===== src/rtl/a64dec_pkg.sv =====
package a64dec_pkg;

   typedef enum logic [6:0] {
      M_UNKNOWN, M_B, M_BL, M_ADR, M_ADRP, M_BCOND, M_CBZ, M_CBNZ, M_TBZ, M_TBNZ,
      M_RET, M_BR, M_BLR, M_ADD, M_ADDS, M_SUB, M_SUBS, M_CMN, M_CMP,
      M_MOVN, M_MOVZ, M_MOVK, M_ADC, M_ADCS, M_SBC, M_SBCS,
      M_AND, M_ORR, M_EOR, M_ANDS, M_BIC, M_ORN, M_EON, M_BICS,
      M_SBFM, M_BFM, M_UBFM, M_CSEL, M_CSINC, M_CSINV, M_CSNEG, M_CSET, M_CSETM,
      M_STP, M_LDP, M_LDPSW, M_STURB, M_STURH, M_STUR, M_LDURB, M_LDURH, M_LDUR,
      M_LDURSB, M_LDURSH, M_LDURSW, M_UDIV, M_SDIV, M_LSLV, M_LSRV, M_ASRV,
      M_SVC, M_MADD, M_MSUB, M_MUL, M_MNEG, M_SMULL, M_UMULL, M_SMULH, M_UMULH,
      M_STRB, M_STRH, M_STR, M_LDRB, M_LDRH, M_LDR,
      M_FMUL, M_FDIV, M_FADD, M_FSUB, M_FMAX, M_FMIN,
      M_FMOV, M_FNEG, M_FCMP, M_FCVTNS, M_FCVTNU, M_SCVTF, M_UCVTF
   } mnem_type;

   typedef enum logic [3:0] {
      F_NONE, F_TARGET, F_REG_TARGET, F_ONE_REG, F_ADDSUB_IMM, F_MOVE_WIDE,
      F_THREE_SHIFT, F_THREE, F_BITFIELD, F_CSEL, F_MEM, F_MEM_FP, F_IMM_ONLY,
      F_FP, F_GP_FROM_FP, F_FP_FROM_GP
   } form_type;

   typedef struct packed {
      logic [31:0] instruction_word;
      logic [63:0] fetch_address;
   } req_type;

   typedef struct packed {
      logic [6:0]  mnemonic_code;
      logic [3:0]  operand_form;
      logic [4:0]  reg_dest;
      logic [4:0]  reg_first;
      logic [4:0]  reg_second;
      logic [4:0]  reg_third;
      logic [31:0] imm_main;
      logic [5:0]  imm_small;
      logic [3:0]  cond_or_kind;
      logic [2:0]  width_flags;
      logic [63:0] branch_target;
      logic        has_target;
   } rsp_type;

   // decode result before the target add
   typedef struct packed {
      rsp_type     r;
      logic [63:0] base;
      logic [63:0] offset;
   } pre_type;

endpackage


===== src/rtl/a64dec_if.sv =====
interface a64dec_req_if;
   import a64dec_pkg::*;
   logic    valid;
   logic    ready;
   req_type payload;
   modport source (output valid, output payload, input ready);
   modport sink (input valid, input payload, output ready);
endinterface

interface a64dec_rsp_if;
   import a64dec_pkg::*;
   logic    valid;
   logic    ready;
   rsp_type payload;
   modport source (output valid, output payload, input ready);
   modport sink (input valid, input payload, output ready);
endinterface


===== src/rtl/a64dec_core.sv =====
module a64dec_core
   import a64dec_pkg::*;
(
   input  logic [31:0] word,
   input  logic [63:0] pc,
   output pre_type     pre
);

   always_comb begin
      logic [4:0]  rd, rn, rm, ra;
      logic [1:0]  wsf, szv, opcv;
      logic [5:0]  op6;
      logic [2:0]  op54;
      logic [3:0]  cnd;
      logic        sf, done;
      logic [63:0] off;
      rd   = word[4:0];
      rn   = word[9:5];
      rm   = word[20:16];
      ra   = word[14:10];
      sf   = word[31];
      wsf  = {sf, sf};
      szv  = word[31:30];
      opcv = word[23:22];
      op6  = word[15:10];
      op54 = word[23:21];
      cnd  = word[15:12];
      off  = '0;
      done = 1'b1;
      pre  = '0;
      pre.base = pc;
      if ((word & 32'h7c000000) == 32'h14000000) begin
         pre.r.mnemonic_code = sf ? M_BL : M_B;
         pre.r.operand_form = F_TARGET;
         off = {{36{word[25]}}, word[25:0], 2'b00};
         pre.r.has_target = 1'b1;
      end else if ((word & 32'h1f000000) == 32'h10000000) begin
         off = {{43{word[23]}}, word[23:5], word[30:29]};
         pre.r.mnemonic_code = sf ? M_ADRP : M_ADR;
         pre.r.operand_form = F_REG_TARGET;
         pre.r.reg_dest = rd;
         pre.r.width_flags = 3'd3;
         pre.r.has_target = 1'b1;
         if (sf) begin
            pre.base = {pc[63:12], 12'h000};
            pre.r.imm_main = off[31:0];
            off = {off[51:0], 12'h000};
         end
      end else if ((word & 32'hff000010) == 32'h54000000) begin
         pre.r.mnemonic_code = M_BCOND;
         pre.r.operand_form = F_TARGET;
         pre.r.cond_or_kind = word[3:0];
         off = {{43{word[23]}}, word[23:5], 2'b00};
         pre.r.has_target = 1'b1;
      end else if ((word & 32'h7e000000) == 32'h34000000) begin
         pre.r.mnemonic_code = word[24] ? M_CBNZ : M_CBZ;
         pre.r.operand_form = F_REG_TARGET;
         pre.r.reg_dest = rd;
         pre.r.width_flags = {1'b0, wsf};
         off = {{43{word[23]}}, word[23:5], 2'b00};
         pre.r.has_target = 1'b1;
      end else if ((word & 32'h7e000000) == 32'h36000000) begin
         pre.r.mnemonic_code = word[24] ? M_TBNZ : M_TBZ;
         pre.r.operand_form = F_REG_TARGET;
         pre.r.reg_dest = rd;
         pre.r.imm_small = {word[31], word[23:19]};
         pre.r.width_flags = {1'b0, wsf};
         off = {{48{word[18]}}, word[18:5], 2'b00};
         pre.r.has_target = 1'b1;
      end else if ((word & 32'hfffffc1f) == 32'hd65f0000) begin
         pre.r.mnemonic_code = M_RET;
         pre.r.operand_form = F_ONE_REG;
         pre.r.reg_first = rn;
         pre.r.width_flags = 3'd3;
      end else if ((word & 32'hffdffc1f) == 32'hd61f0000) begin
         pre.r.mnemonic_code = word[21] ? M_BLR : M_BR;
         pre.r.operand_form = F_ONE_REG;
         pre.r.reg_first = rn;
         pre.r.width_flags = 3'd3;
      end else begin
         done = 1'b0;
      end
      if (!done) begin
         pre.r.reg_dest = rd;
         pre.r.reg_first = rn;
         pre.r.width_flags = {1'b0, wsf};
         done = 1'b1;
         if ((word & 32'h1f000000) == 32'h11000000) begin
            pre.r.mnemonic_code = 7'(M_ADD + {word[30], word[29]});
            if (word[29] && rd == 5'd31)
               pre.r.mnemonic_code = word[30] ? M_CMP : M_CMN;
            pre.r.operand_form = F_ADDSUB_IMM;
            pre.r.imm_main = word[22] ? {8'd0, word[21:10], 12'd0}
                                      : {20'd0, word[21:10]};
         end else if ((word & 32'h1f800000) == 32'h12800000) begin
            pre.r.mnemonic_code = word[30:29] == 2'd0 ? M_MOVN
                               : (word[30:29] == 2'd2 ? M_MOVZ : M_MOVK);
            pre.r.operand_form = F_MOVE_WIDE;
            pre.r.reg_first = '0;
            pre.r.imm_main = {16'd0, word[20:5]};
            pre.r.imm_small = {word[22:21], 4'd0};
         end else if ((word & 32'h1f000000) == 32'h0b000000) begin
            pre.r.mnemonic_code = 7'(M_ADD + {word[30], word[29]});
            pre.r.operand_form = F_THREE_SHIFT;
            pre.r.reg_second = rm;
            pre.r.cond_or_kind = {2'd0, word[23:22]};
            pre.r.imm_small = op6;
         end else if ((word & 32'h1fe0fc00) == 32'h1a000000) begin
            pre.r.mnemonic_code = 7'(M_ADC + word[30:29]);
            pre.r.operand_form = F_THREE;
            pre.r.reg_second = rm;
         end else if ((word & 32'h1f000000) == 32'h0a000000) begin
            pre.r.mnemonic_code = 7'(M_AND + {word[21], word[30:29]});
            pre.r.operand_form = F_THREE;
            pre.r.reg_second = rm;
         end else if ((word & 32'h1f800000) == 32'h13000000 && word[30:29] != 2'd3)
         begin
            pre.r.mnemonic_code = 7'(M_SBFM + word[30:29]);
            pre.r.operand_form = F_BITFIELD;
            pre.r.imm_main = {26'd0, word[21:16]};
            pre.r.imm_small = op6;
         end else if ((word & 32'h1f800000) == 32'h12000000) begin
            pre.r.mnemonic_code = 7'(M_AND + word[30:29]);
            pre.r.operand_form = F_BITFIELD;
            pre.r.cond_or_kind = {3'd0, word[22]};
            pre.r.imm_main = {26'd0, word[21:16]};
            pre.r.imm_small = op6;
         end else if ((word & 32'h1fe00000) == 32'h1a800000) begin
            pre.r.mnemonic_code = 7'(M_CSEL + {word[30], word[10]});
            if (rn == 5'd31 && rm == 5'd31 && word[30] != word[10]) begin
               pre.r.mnemonic_code = word[30] ? M_CSETM : M_CSET;
               if (cnd[3:1] != 3'b111) cnd[0] = ~cnd[0];
            end
            pre.r.operand_form = F_CSEL;
            pre.r.reg_second = rm;
            pre.r.cond_or_kind = cnd;
         end else if ((word & 32'h3f000000) == 32'h29000000 && szv != 2'd3) begin
            pre.r.mnemonic_code = !word[22] ? M_STP : (szv == 2'd1 ? M_LDPSW : M_LDP);
            pre.r.operand_form = F_MEM;
            pre.r.width_flags = {2'b01, szv == 2'd2 || (word[22] && szv == 2'd1)};
            pre.r.reg_third = ra;
            pre.r.imm_main = szv == 2'd2 ? {{22{word[21]}}, word[21:15], 3'd0}
                                          : {{23{word[21]}}, word[21:15], 2'd0};
         end else begin
            done = 1'b0;
         end
         if (!done && (word & 32'h3b200c00) == 32'h38000000) begin
            pre.r.imm_main = {{23{word[20]}}, word[20:12]};
            pre.r.width_flags = {2'b01, szv == 2'd3 || opcv == 2'd2};
            done = 1'b1;
            if (word[26]) begin
               if (!opcv[1] && szv[1]) begin
                  pre.r.mnemonic_code = opcv[0] ? M_LDUR : M_STUR;
                  pre.r.operand_form = F_MEM_FP;
                  pre.r.width_flags = szv == 2'd3 ? 3'd6 : 3'd2;
               end else done = 1'b0;
            end else begin
               pre.r.operand_form = F_MEM;
               if (opcv == 2'd0)
                  pre.r.mnemonic_code = 7'(M_STURB + (szv[1] ? 2'd2 : szv));
               else if (opcv == 2'd1)
                  pre.r.mnemonic_code = 7'(M_LDURB + (szv[1] ? 2'd2 : szv));
               else if (opcv == 2'd2 && szv != 2'd3)
                  pre.r.mnemonic_code = 7'(M_LDURSB + szv);
               else if (opcv == 2'd3 && !szv[1]) begin
                  pre.r.mnemonic_code = 7'(M_LDURSB + szv);
                  pre.r.width_flags = 3'd2;
               end else done = 1'b0;
            end
            if (!done) begin
               pre.r.imm_main = '0;
               pre.r.operand_form = F_NONE;
               pre.r.width_flags = {1'b0, wsf};
            end
         end
         if (!done && (word & 32'h7fe00000) == 32'h1ac00000) begin
            done = 1'b1;
            pre.r.operand_form = F_THREE;
            pre.r.reg_second = rm;
            unique case (op6)
               6'd2:    pre.r.mnemonic_code = M_UDIV;
               6'd3:    pre.r.mnemonic_code = M_SDIV;
               6'd8:    pre.r.mnemonic_code = M_LSLV;
               6'd9:    pre.r.mnemonic_code = M_LSRV;
               6'd10:   pre.r.mnemonic_code = M_ASRV;
               default: begin
                  done = 1'b0;
                  pre.r.operand_form = F_NONE;
                  pre.r.reg_second = '0;
               end
            endcase
         end
         if (!done && (word & 32'hffe0001f) == 32'hd4000001) begin
            done = 1'b1;
            pre.r = '0;
            pre.r.mnemonic_code = M_SVC;
            pre.r.operand_form = F_IMM_ONLY;
            pre.r.imm_main = {16'd0, word[20:5]};
         end
         if (!done && (word & 32'h1f000000) == 32'h1b000000) begin
            done = 1'b1;
            if (op54 == 3'd0)
               pre.r.mnemonic_code = 7'((ra == 5'd31 ? M_MUL : M_MADD) + word[15]);
            else if (sf && ra == 5'd31 && (op54 == 3'd1 || op54 == 3'd5)) begin
               pre.r.mnemonic_code = op54 == 3'd1 ? M_SMULL : M_UMULL;
               pre.r.width_flags = 3'd1;
            end else if (sf && ra == 5'd31 && (op54 == 3'd2 || op54 == 3'd6))
               pre.r.mnemonic_code = op54 == 3'd2 ? M_SMULH : M_UMULH;
            else done = 1'b0;
            if (done) begin
               pre.r.operand_form = F_THREE;
               pre.r.reg_second = rm;
               pre.r.reg_third = ra;
            end else pre.r.width_flags = {1'b0, wsf};
         end
         if (!done && (word & 32'h3b000000) == 32'h39000000) begin
            done = 1'b1;
            pre.r.mnemonic_code = 7'(M_STRB + (szv[1] ? 2'd2 : szv) + (word[22] ? 2'd3 : 2'd0));
            pre.r.operand_form = F_MEM;
            pre.r.width_flags = {2'b01, szv == 2'd3};
            pre.r.imm_main = 32'({20'd0, word[21:10]} << szv);
         end
         if (!done && (word & 32'h1f000000) == 32'h1e000000
             && op6[1:0] == 2'd2 && op6 <= 6'd22) begin
            done = 1'b1;
            pre.r.mnemonic_code = 7'(M_FMUL + op6[5:2]);
            pre.r.operand_form = F_FP;
            pre.r.reg_second = rm;
            pre.r.width_flags = opcv == 2'd1 ? 3'd4 : 3'd0;
         end
         if (!done && ((word & 32'hfffffc00) == 32'h9e670000
                       || (word & 32'hfffffc00) == 32'h1e270000)) begin
            done = 1'b1;
            pre.r.mnemonic_code = M_FMOV;
            pre.r.operand_form = F_FP_FROM_GP;
            pre.r.width_flags = sf ? 3'd6 : 3'd0;
         end
         if (!done && ((word & 32'hfffffc00) == 32'h9e660000
                       || (word & 32'hfffffc00) == 32'h1e260000)) begin
            done = 1'b1;
            pre.r.mnemonic_code = M_FMOV;
            pre.r.operand_form = F_GP_FROM_FP;
            pre.r.width_flags = sf ? 3'd5 : 3'd0;
         end
         if (!done && (word & 32'hffbefc00) == 32'h1e204000) begin
            done = 1'b1;
            pre.r.mnemonic_code = word[16] ? M_FNEG : M_FMOV;
            pre.r.operand_form = F_FP;
            pre.r.width_flags = {word[22], 2'b00};
         end
         if (!done && (word & 32'hffa0fc1f) == 32'h1e202000) begin
            done = 1'b1;
            pre.r.mnemonic_code = M_FCMP;
            pre.r.operand_form = F_FP;
            pre.r.reg_dest = '0;
            pre.r.reg_second = rm;
            pre.r.width_flags = {word[22], 2'b00};
         end
         if (!done && (word & 32'h7f22fc00) == 32'h1e200000) begin
            done = 1'b1;
            pre.r.mnemonic_code = word[16] ? M_FCVTNU : M_FCVTNS;
            pre.r.operand_form = F_GP_FROM_FP;
            pre.r.width_flags = {word[22], 1'b0, sf};
         end
         if (!done && (word & 32'h7f22fc00) == 32'h1e220000) begin
            done = 1'b1;
            pre.r.mnemonic_code = word[16] ? M_UCVTF : M_SCVTF;
            pre.r.operand_form = F_FP_FROM_GP;
            pre.r.width_flags = {word[22], sf, 1'b0};
         end
         if (!done) pre.r = '0;
      end else if (pre.r.mnemonic_code != M_ADRP) begin
         pre.r.imm_main = off[31:0];
      end
      pre.offset = pre.r.has_target ? off : '0;
      if (!pre.r.has_target) pre.base = '0;
   end

endmodule


===== src/rtl/aarch64_subset_instruction_decoder.sv =====
// Decodes one A64 instruction word per clock. The pattern match, the field
// extraction and the 64-bit target add sit in one combinational stage between
// the input register and the result register. An accepted item waits in the
// input register and then moves into the result register, where it is offered
// to the sink. One item per cycle flows through as long as the sink keeps up.
// The input and result registers each hold one word. Ready drops only when
// both registers are full and the sink is stalling.
module aarch64_subset_instruction_decoder
   import a64dec_pkg::*;
(
   input logic        clock,
   input logic        reset,
   a64dec_req_if.sink   req,
   a64dec_rsp_if.source rsp
);

   logic    in_valid_ff, in_valid_in;
   req_type in_ff;
   logic    out_valid_ff, out_valid_in;
   rsp_type out_ff, out_in;
   pre_type pre;
   logic    adv_out, take_in;

   a64dec_core u_core (
      .word   (in_ff.instruction_word),
      .pc     (in_ff.fetch_address),
      .pre    (pre)
   );

   assign adv_out = in_valid_ff && (!out_valid_ff || rsp.ready);
   assign take_in = req.valid && req.ready;
   assign req.ready = !in_valid_ff || adv_out;
   assign rsp.valid = out_valid_ff;
   assign rsp.payload = out_ff;

   always_comb begin
      out_in = pre.r;
      out_in.branch_target = pre.base + pre.offset;
      out_valid_in = adv_out || (out_valid_ff && !rsp.ready);
      in_valid_in = take_in || (in_valid_ff && !adv_out);
   end

   always_ff @(posedge clock) begin
      if (reset) begin
         in_valid_ff <= 1'b0;
         out_valid_ff <= 1'b0;
      end else begin
         in_valid_ff <= in_valid_in;
         out_valid_ff <= out_valid_in;
      end
      if (take_in) in_ff <= req.payload;
      if (adv_out) out_ff <= out_in;
   end

endmodule


===== src/flat_wrapper.sv =====
// flat-port wrapper written by rule: the top's interface ports become plain ports
module aarch64_subset_instruction_decoder_flat import a64dec_pkg::*;
  (clock, reset, req_valid, req_payload, req_ready, rsp_valid, rsp_payload, rsp_ready);
  a64dec_req_if req_i ();
  a64dec_rsp_if rsp_i ();
  input logic clock;
  input logic reset;
  input wire logic [$bits(req_i.valid)-1:0] req_valid;
  input wire logic [$bits(req_i.payload)-1:0] req_payload;
  output wire logic [$bits(req_i.ready)-1:0] req_ready;
  output wire logic [$bits(rsp_i.valid)-1:0] rsp_valid;
  output wire logic [$bits(rsp_i.payload)-1:0] rsp_payload;
  input wire logic [$bits(rsp_i.ready)-1:0] rsp_ready;
  assign req_i.valid = req_valid;
  assign req_i.payload = req_payload;
  assign req_ready = req_i.ready;
  assign rsp_valid = rsp_i.valid;
  assign rsp_payload = rsp_i.payload;
  assign rsp_i.ready = rsp_ready;
  aarch64_subset_instruction_decoder u_core (.clock(clock), .reset(reset), .req(req_i), .rsp(rsp_i));
endmodule

===== config.mk =====
export PLATFORM = sky130hd
export DESIGN_NAME = aarch64_subset_instruction_decoder_flat
export DESIGN_NICKNAME = d
export VERILOG_FILES = /design/src/rtl/a64dec_pkg.sv /design/src/rtl/a64dec_if.sv /design/src/rtl/a64dec_core.sv /design/src/rtl/aarch64_subset_instruction_decoder.sv /design/src/flat_wrapper.sv
export SDC_FILE = /design/constraint.sdc
export NUM_CORES = 1
export LEC_CHECK = 0
export BUFFER_PORTS_ARGS = -buffer_cell sky130_fd_sc_hd__buf_2
export CORE_ASPECT_RATIO = 0.8
export CORE_MARGIN = 2
export CORE_UTILIZATION = 55
export DETAILED_ROUTE_END_ITERATION = 7
export MAX_ROUTING_LAYER = met4
export PLACE_DENSITY_LB_ADDON = 0.08
export SKIP_CTS_REPAIR_TIMING = 1
export SLEW_MARGIN = 20
export SYNTH_ARGS = -nofsm -noshare
export SYNTH_HDL_FRONTEND = slang
export SYNTH_SLANG_ARGS = --single-unit

===== constraint.sdc =====
create_clock -name clock -period 16.81 [get_ports clock]
set_input_delay 3.362 -clock clock [delete_from_list [all_inputs] [get_ports clock]]
set_output_delay 3.362 -clock clock [all_outputs]
set_load 0.01 [all_outputs]

[After elaboration in Yosys (flattened, before gate mapping)]
Cells that the tools add are included.
Storage, ports and cells
  register bits after elaboration: 239
  latch bits: 0
  memory bits (writable): 0
  ROM bits: 0
  bits of input ports: 100
  output and inout port bits: 143
  logic and storage cells: 401
  memories: 0
Cells by class
  add/subtract/negate cells: 14
  multiply operators: 0
  div/mod/pow operators: 0
  $lt $le $gt $ge: 1
  equal/unequal tests: 56
  shift-type cells: 1
  muxes and demuxes: 248
  bitwise operators: 2
  reductions and logical operators: 63
Operators with widths (count)
  2-to-1 mux 64 bit: 7
  2-to-1 mux 32 bit: 10
  2-to-1 mux 50 bit: 6
  2-to-1 mux 11 bit: 26
  2-to-1 mux 141 bit: 2
  2-to-1 mux 37 bit: 6
  2-to-1 mux 10 bit: 18
  2-to-1 mux 38 bit: 4
  2-to-1 mux 3 bit: 28
  2-to-1 mux 5 bit: 16
  2-to-1 mux 78 bit: 1
  2-to-1 mux 1 bit: 72
  2-to-1 mux 7 bit: 10
  adder 64 bit: 1
  == test 5 bit, second input constant: 9
  2-to-1 mux 45 bit: 1
  == test 22 x 19 -> 1 bit, second input constant: 2
  == test 22 bit, second input constant: 2
  2-to-1 mux 12 bit: 3
  one-hot mux 7 bit (5 select lines): 1
  2-to-1 mux 2 bit: 17
  2-to-1 mux 16 bit: 2
  left shift 12 x 2 -> 32 bit: 1
  2-to-1 mux 31 bit: 1
  other kinds (50): 139

[Longest topological paths before layout]
Gate-level depths: netlist (run 1).
  word-level depth: 70
  mapped depth: 23

[Modules after synthesis]
Synthesis (run 1) repeated with hierarchy kept, for this count alone.
Second synthesis, totals
  cells, all modules: 1808
  area, all modules: 17206.5 um^2
By module, submodules not included
  aarch64_subset_instruction_decoder: times used 1, cells an instance 820, area each 11110.7 um^2
  a64dec_core: times used 1, cells an instance 988, area each 6095.8 um^2

[Least setup slack after synthesis (run 1)]
Ideal clock, no wire load.
  kind: input port to flip-flop
  from: input rsp_ready
  to: register u_core.out_ff (netlist bit u_core.rsp.payload[0]), enable pin
  library setup time: 0.660 ns
  arrival: 9.673 ns
  data required time: 16.150 ns
  path slack: 6.477 ns
  cell stages on the path: 2
  path buffers: 0
  path through: nor2b_1 nor2b_1
Between the ends
  longest elaborated chain between the ends: 2
Ends and longest elaborated chain
  from (decl): RTL line flat_wrapper.sv:13  | input wire logic [$bits(rsp_i.ready)-1:0] rsp_ready;
  logical OR 1 bit: RTL line aarch64_subset_instruction_decoder.sv:30  | assign adv_out = in_valid_ff && (!out_valid_ff || rsp.ready);
  logical AND 1 bit: RTL line aarch64_subset_instruction_decoder.sv:30
  net u_core.adv_out: RTL line aarch64_subset_instruction_decoder.sv:22  | logic adv_out, take_in;
  to (signal assigned): RTL line aarch64_subset_instruction_decoder.sv:52  | if (adv_out) out_ff <= out_in;
  to (decl): RTL line aarch64_subset_instruction_decoder.sv:20  | rsp_type out_ff, out_in;
The timed path passes the listed nets, and every way through them passes these cells.
A chain may end at the register's enable or synchronous reset.

[Worst setup path in the final report (run 1)]
  from: input rsp_ready
  to: output req_ready
Between the ends
  longest elaborated chain between the ends: 3
Ends and longest elaborated chain
  logical OR 1 bit: RTL line aarch64_subset_instruction_decoder.sv:30
  logical AND 1 bit: RTL line aarch64_subset_instruction_decoder.sv:30
  logical OR 1 bit: RTL line aarch64_subset_instruction_decoder.sv:32  | assign req.ready = !in_valid_ff || adv_out;
  to (decl): RTL line flat_wrapper.sv:10  | output wire logic [$bits(req_i.ready)-1:0] req_ready;
No other way between the ends.

==> results of run 1 <==
## registers in the layout, indices dropped and copies added, names as in the netlist
register and flops:
u_core.rsp.payload 141, u_core.in_ff 96, u_core.in_valid_ff 1, u_core.rsp.valid 1
## power by group
part	internal, mW	switching, mW	total [mW]
sequential	0.696	0.0190	0.715
clock	0.300	0.230	0.530
combinational	0.0667	0.135	0.202
total	1.06	0.384	1.45
## per-layer routing
| metal | part of all wire, % | vias to the layer above | global-route usage [%] | wire length, microns |
|---|---|---|---|---|
| met1 | 41 | 6999 | 51.80 | 23110 |
| met2 | 41 | 1115 | 52.35 | 23250 |
| li1 | - | 6659 | - | - |
| met4 | 3.5 | 0 | 12.18 | 1969 |
| met5 | 0 | - | - | 0 |
| met3 | 14 | 171 | 9.935 | 7718 |
## critical path, delay by kind of cell
kind | cells | cell delay, ns
simple gates | 2 | 0.42
buf+inv | 2 | 0.25
## cells by family (layout without fill, tap and decap cells)
group,Yosys count,after routing
compound gates,526,526
xor+xnor,64,64
fa+ha+maj,83,83
buf+inv,153,355
flops,239,239
mux,8,8
other cells,0,7
simple gates,592,592
## through the flow
stage          cells  hold slack, ns  utilization [%]
2_1_floorplan   1665          0.4778                -
3_3_place_gp    2194          0.5104            61.11
3_5_place_dp    2194          0.5168            61.11
4_1_cts         2237          0.5313            63.77
5_1_grt         2244          0.5693            63.83
6_report        2244          0.5280            63.83
## area by class of cell
cell class / count / area share, %
inverters: 37 / 0.7637
flip-flops and latches: 239 / 39.36
repair buffers: 275 / 8.023
clock buffers: 28 / 3.502
diodes: 7 / 0.09633
well taps: 370 / 2.546
clock inverters: 15 / 0.6674
multi-input cells: 1273 / 45.05
## synth_stat cells, types with 12 or more instances
master and count:
edfxtp_1 237, a21oi_1 149, nand2_1 142, nor2_1 131, o21ai_0 118, clkbuf_1 90, ha_1 81, and2_1 79
xnor2_1 42, nand3_1 38, inv_1 36, nand4_1 34, and3_1 30, a21o_1 28, nor2b_1 28, o22ai_1 28
nor3_1 23, xor2_1 22, a221oi_1 20, a211oi_1 19, nor4_1 16, o211ai_1 15, a22o_1 14, o21bai_1 13
a31oi_1 12, nand2b_1 12, o21a_1 12, o31ai_1 12
## worst max-delay path by stage
stage                                        to  slack, ns  cells past startpoint
after floorplan           u_core.rsp.payload[0]       6.48                      2
after global placement                req_ready       9.43                      4
after detailed placement              req_ready       9.40                      4
after CTS                             req_ready       9.40                      4
after global routing                  req_ready       9.27                      4
final                                 req_ready       9.41                      4
==> summary.md, run 1 <==
| Metric | Value |
|---|---|
| Syn. warnings | 0 |
| Hold WC Path Type | register to register |
| Synth Area in Simple Gates | 19.11% |
| Synth cell types | 99 |
| Layout area overhead | 13.46% |
| TritonCTS Sinks | 239 |
| Reg-to-Reg End | u_core.rsp.payload[47] |
| Post-Route WL | 56,050 microns |
| Post-DP HPWL | 39,940 microns |
| Share of layout cells above drive strength 1 | 18.43% |
| Total CTS buffers | 25 |
| Minimum clock period | 7.397 ns |
| Layout fillers | 2,416 |
| Worst-margin pin slew | 1.068 ns |
| Register area share after synthesis | 44.65% |
| Number of global-route vias before repair | 13,957 |
| Async SR Flop Fraction | 0% |
| Setup slack, reg-to-reg | 9.94 ns |
| Post-DP Area | 0.01741 sq mm |
| Commonest non-fill, non-tap cells in the layout | buf_2, edfxtp_1, a21oi_1, nand2_1, nor2_1 |
| Clock latency on the worst-skew pair | 0.54 ns |
| GRT Util Overall | 37.08% |
| Pwr Density | 79.57 mW/mm^2 |
| WS Path Type | input pin to output port |
| Final period util | 44.01% |
| Detail Route Antenna Nets | 0 |
| Sum of negative setup slack | 0 ns |
| Worst path cell trace | buf_2 > nor2b_1 > nand2_1 > buf_2 |
| Final setup vio count | 0 |
| Synthesized area | 0.01603 sq mm |
| RSZ-0062 raised after global routing | no |
| Initial antenna violation count | 8 |
| CP max stage delay | 0.30 ns |
| Clock Path Buffers | 3 |
| Synth Flop Type | edfxtp_1 |
| CP startpoint kind | input pin |
| Clock skew | 0.01753 ns |
| Worst Path Arrival | 4.04 ns |
| Initial Utilization | 56.26% |
| Power, Total | 1.447 mW |
| First-pass DRT Iterations | 5 |
| Syn Area/Cell | 9.626 sq um |
| FP Rows | 55 |
| Multi-input gate area | 0.008192 sq mm |
| Total gr overflow | 0 |
| NumNets Final | 2,034 |
| Io pins | 243 |
| Post-synth EDFFs | 237 |
| Wire length per cell | 24.98 microns |
| Core Area | 0.02849 sq mm |
| Req. time, crit path | 13.45 ns |
| #FFs+latches synth | 239 |
| Yosys top cell area share | 44.40% |
| Port bufs | 242 |
| Synth Area in XOR/XNOR | 3.497% |
| Status | completed |
| Global-route wire length before repair | 83,680 microns |
| Die area | 0.03053 sq mm |
| Slew HR | 28.77% |
| Root Driver | clkbuf_16 |
| Most frequent CP cell | buf_2 |
| R2R depth | 18 |
| Final Instance Area | 0.01818 sq mm |
| Synth area leaders | edfxtp_1, ha_1, a21oi_1 |
| Final hold vios | 0 |
| CTS tree | yes |
| Reg area | 0.007157 sq mm |
| Die height | 156.7 microns |
| Synth Instances | 1,665 |
| Final number of max-transition violations | 0 |
| Mux contribution to synthesized area | 0.5777% |
| Synth area leader | edfxtp_1 |
| Critical path capture point type | output port |
| Max Clk Rate | 135.2 MHz |
| Main combinational cell family by area after synthesis | compound AO/OA/AOI/OAI gates |
| Largest net degree at the start of global routing | 77 |
| Pre-CTS WS | 9.398 ns |
| Via density | 6.660 |
| Critical path launch point | rsp_ready |
| Compound-Gate Fraction of Synth Area | 21.18% |
| Fraction of the mapped netlist area in adder cells | 6.573% |
| Reg clk slew, reported paths | 0.05 ns |
| Setup ws final | 9.413 ns |
| # DRC | 0 |
| Hold_sp | u_core.in_valid_ff |
| Max VDD drop | 0.07155 mV |
| Synthesized net count | 1,848 |
| Most common cell after layout, fill and taps aside | buf_2 |
| Vias | 14,944 |
| Hold path endpoint | u_core.rsp.valid |
| Reg-to-Reg Start | u_core.in_ff[94] |
| P_leak | 7.431 nW |
| Slowest CP cell | nor2b_1 |
| MaxCap Viol Count | 0 |
| First-iteration detailed-routing DRC count | 1,915 |
| CTS H-tree depth | 1 |
| Final Wtd Congestion | 1.081 |
| CP max FO | 4 |
| DIE WIDTH | 194.9 microns |
| Hold path cells | 2 |
Note: power is estimated with default switching activity, not from simulation.
==> run 2: changes to the inputs <==
==> constraint.sdc (replaced) <==
create_clock -name clock -period 7.45 [get_ports clock]
set_input_delay 1.49 -clock clock [delete_from_list [all_inputs] [get_ports clock]]
set_output_delay 1.49 -clock clock [all_outputs]
set_load 0.01 [all_outputs]
==> run 2 against run 1 <==
Compared with the run above: combinational power grew 130%; clock power increased to 2.6 times the previous value; highest routed layer unchanged; sequential share of layout area shrank 0.30 points; final cell count grew 0.13%.
==> summary.md, run 2 (synthesis results as in run 1) <==
| Metric | Value |
|---|---|
| NumNets Final | 2,036 |
| Slowest CP cell | inv_1 |
| Largest net degree at the start of global routing | 82 |
| Hold WC Path Type | register to register |
| Io pins | 243 |
| Final Wtd Congestion | 1.043 |
| GRT Util Overall | 38.99% |
| Total gr overflow | 0 |
| Final setup vio count | 0 |
| Most frequent CP cell | a211oi_1 |
| DIE WIDTH | 194.9 microns |
| Clock Path Buffers | 3 |
| Worst Path Arrival | 6.82 ns |
| Combinational share of power | 13.5% |
| Sequential power share | 46.9% |
| FP Rows | 55 |
| Worst-margin pin slew | 1.064 ns |
| Switch share | 25.96% |
| Commonest non-fill, non-tap cells in the layout | buf_2, edfxtp_1, a21oi_1, nand2_1, nor2_1 |
| Sum of negative setup slack | 0 ns |
| Total CTS buffers | 26 |
| Req. time, crit path | 7.75 ns |
| Pwr Density | 187.9 mW/mm^2 |
| Post-Route WL | 59,050 microns |
| TritonCTS Sinks | 239 |
| Core Area | 0.02849 sq mm |
| Final period util | 87.54% |
| # DRC | 0 |
| Global-route wire length before repair | 87,200 microns |
| P_leak | 7.510 nW |
| RSZ-0062 raised after global routing | no |
| CTS H-tree depth | 1 |
| Fin Hold WS | 0.5502 ns |
| Reg clk slew, reported paths | 0.06 ns |
| Number of global-route vias before repair | 14,035 |
| First-pass DRT Iterations | 6 |
| Clock skew | 0.01916 ns |
| Root Driver | clkbuf_16 |
| Via density | 6.838 |
| Post-DP HPWL | 42,180 microns |
| Max reg flops | 141 |
| P_sw | 893.8 uW |
| Minimum clock period | 6.522 ns |
| Clock latency on the worst-skew pair | 0.56 ns |
| Detail Route Antenna Nets | 0 |
| Wire length per cell | 26.28 microns |
| WS Path Type | register to register |
| Die area | 0.03053 sq mm |
| Vias | 15,365 |
| Internal power | 2.550 mW |
| Initial Utilization | 56.26% |
| CTS tree | yes |
| Port bufs | 242 |
| Die height | 156.7 microns |
| Slew HR | 29.05% |
| Status | completed |
| Critical path capture point type | register |
| MaxCap Viol Count | 0 |
| CP max FO | 30 |
| Worst path cell trace | inv_1 > ha_1 > nor4b_1 > nand2_2 > nand2_1 > nor2_1 > inv_1 > and3_1 > ha_1 > a211oi_1 > nor4_1 > nor3_2 > a211oi_1 > a211oi_1 > o211ai_1 > a211o_1 > a21o_1 > a31oi_1 > xnor2_1 |
| Max Clk Rate | 153.3 MHz |
| Final number of max-transition violations | 0 |
| Initial antenna violation count | 4 |
| Most common cell after layout, fill and taps aside | buf_2 |
| Max VDD drop | 0.2311 mV |
| Final hold vios | 0 |
| Share of layout cells above drive strength 1 | 18.87% |
| CP max stage delay | 0.72 ns |
| Layout area overhead | 14.33% |
| CP startpoint kind | register |
| First-iteration detailed-routing DRC count | 2,272 |
| Clk pwr share | 39.6% |
run 2: area by class of cell:
type | count | area [sq um]
clock inverter | 18 | 214.0
sequential | 239 | 7157
antenna | 6 | 15.01
multi-input combinational | 1273 | 8192
timing repair buffer | 276 | 1466
clock buffer | 28 | 679.4
fill | 2342 | 10160
tap | 370 | 462.9
inverter | 37 | 138.9
run 2: power by group through the flow:
stage                     Combinational [mW]  Sequential [mW]  Clock (mW)
after floorplan                        0.248             1.65           0
after global placement                 0.438             1.64           0
after detailed placement               0.443             1.64           0
after CTS                              0.447             1.61        1.38
after global routing                   0.489             1.62        1.42
final                                  0.463             1.62        1.36
run 2: critical path: cells and delay by family, from the launching register on:
family | cells | cell delay, ns
compound gates | 7 | 2.09
xor+xnor | 1 | 0.09
fa+ha+maj | 2 | 0.51
buf+inv | 2 | 0.99
flops | 1 | 0.57
simple gates | 7 | 1.97
run 2: layer usage:
layer	GRT usage, %	share of wire [%]	up-vias
li1	-	-	6672
met3	10.41	14	238
met2	53.34	40	1272
met4	14.94	4.5	0
met1	55.05	41	7183
met5	-	0	-
run 2: stage by stage:
stage	util (%)	instances	power (mW)	setup WS, ns	instance area (sq um)
2_1_floorplan	-	1665	1.897	1.490	16030
3_3_place_gp	61.13	2195	2.076	1.341	17420
3_5_place_dp	61.13	2195	2.083	1.245	17420
6_report	64.32	2247	3.443	0.9283	18330
5_1_grt	64.30	2245	3.534	0.5053	18320
4_1_cts	64.27	2241	3.441	1.181	18310
run 2: path summary, 6_finish.rpt:
kind | start | to | slack, ns | cells past startpoint
max reg2reg | u_core.in_ff[93] | u_core.rsp.payload[60] | 0.93 | 19
max | u_core.in_ff[93] | u_core.rsp.payload[60] | 0.93 | 19
min | u_core.in_valid_ff | u_core.rsp.valid | 0.55 | 2
min reg2reg | u_core.in_valid_ff | u_core.rsp.valid | 0.55 | 2
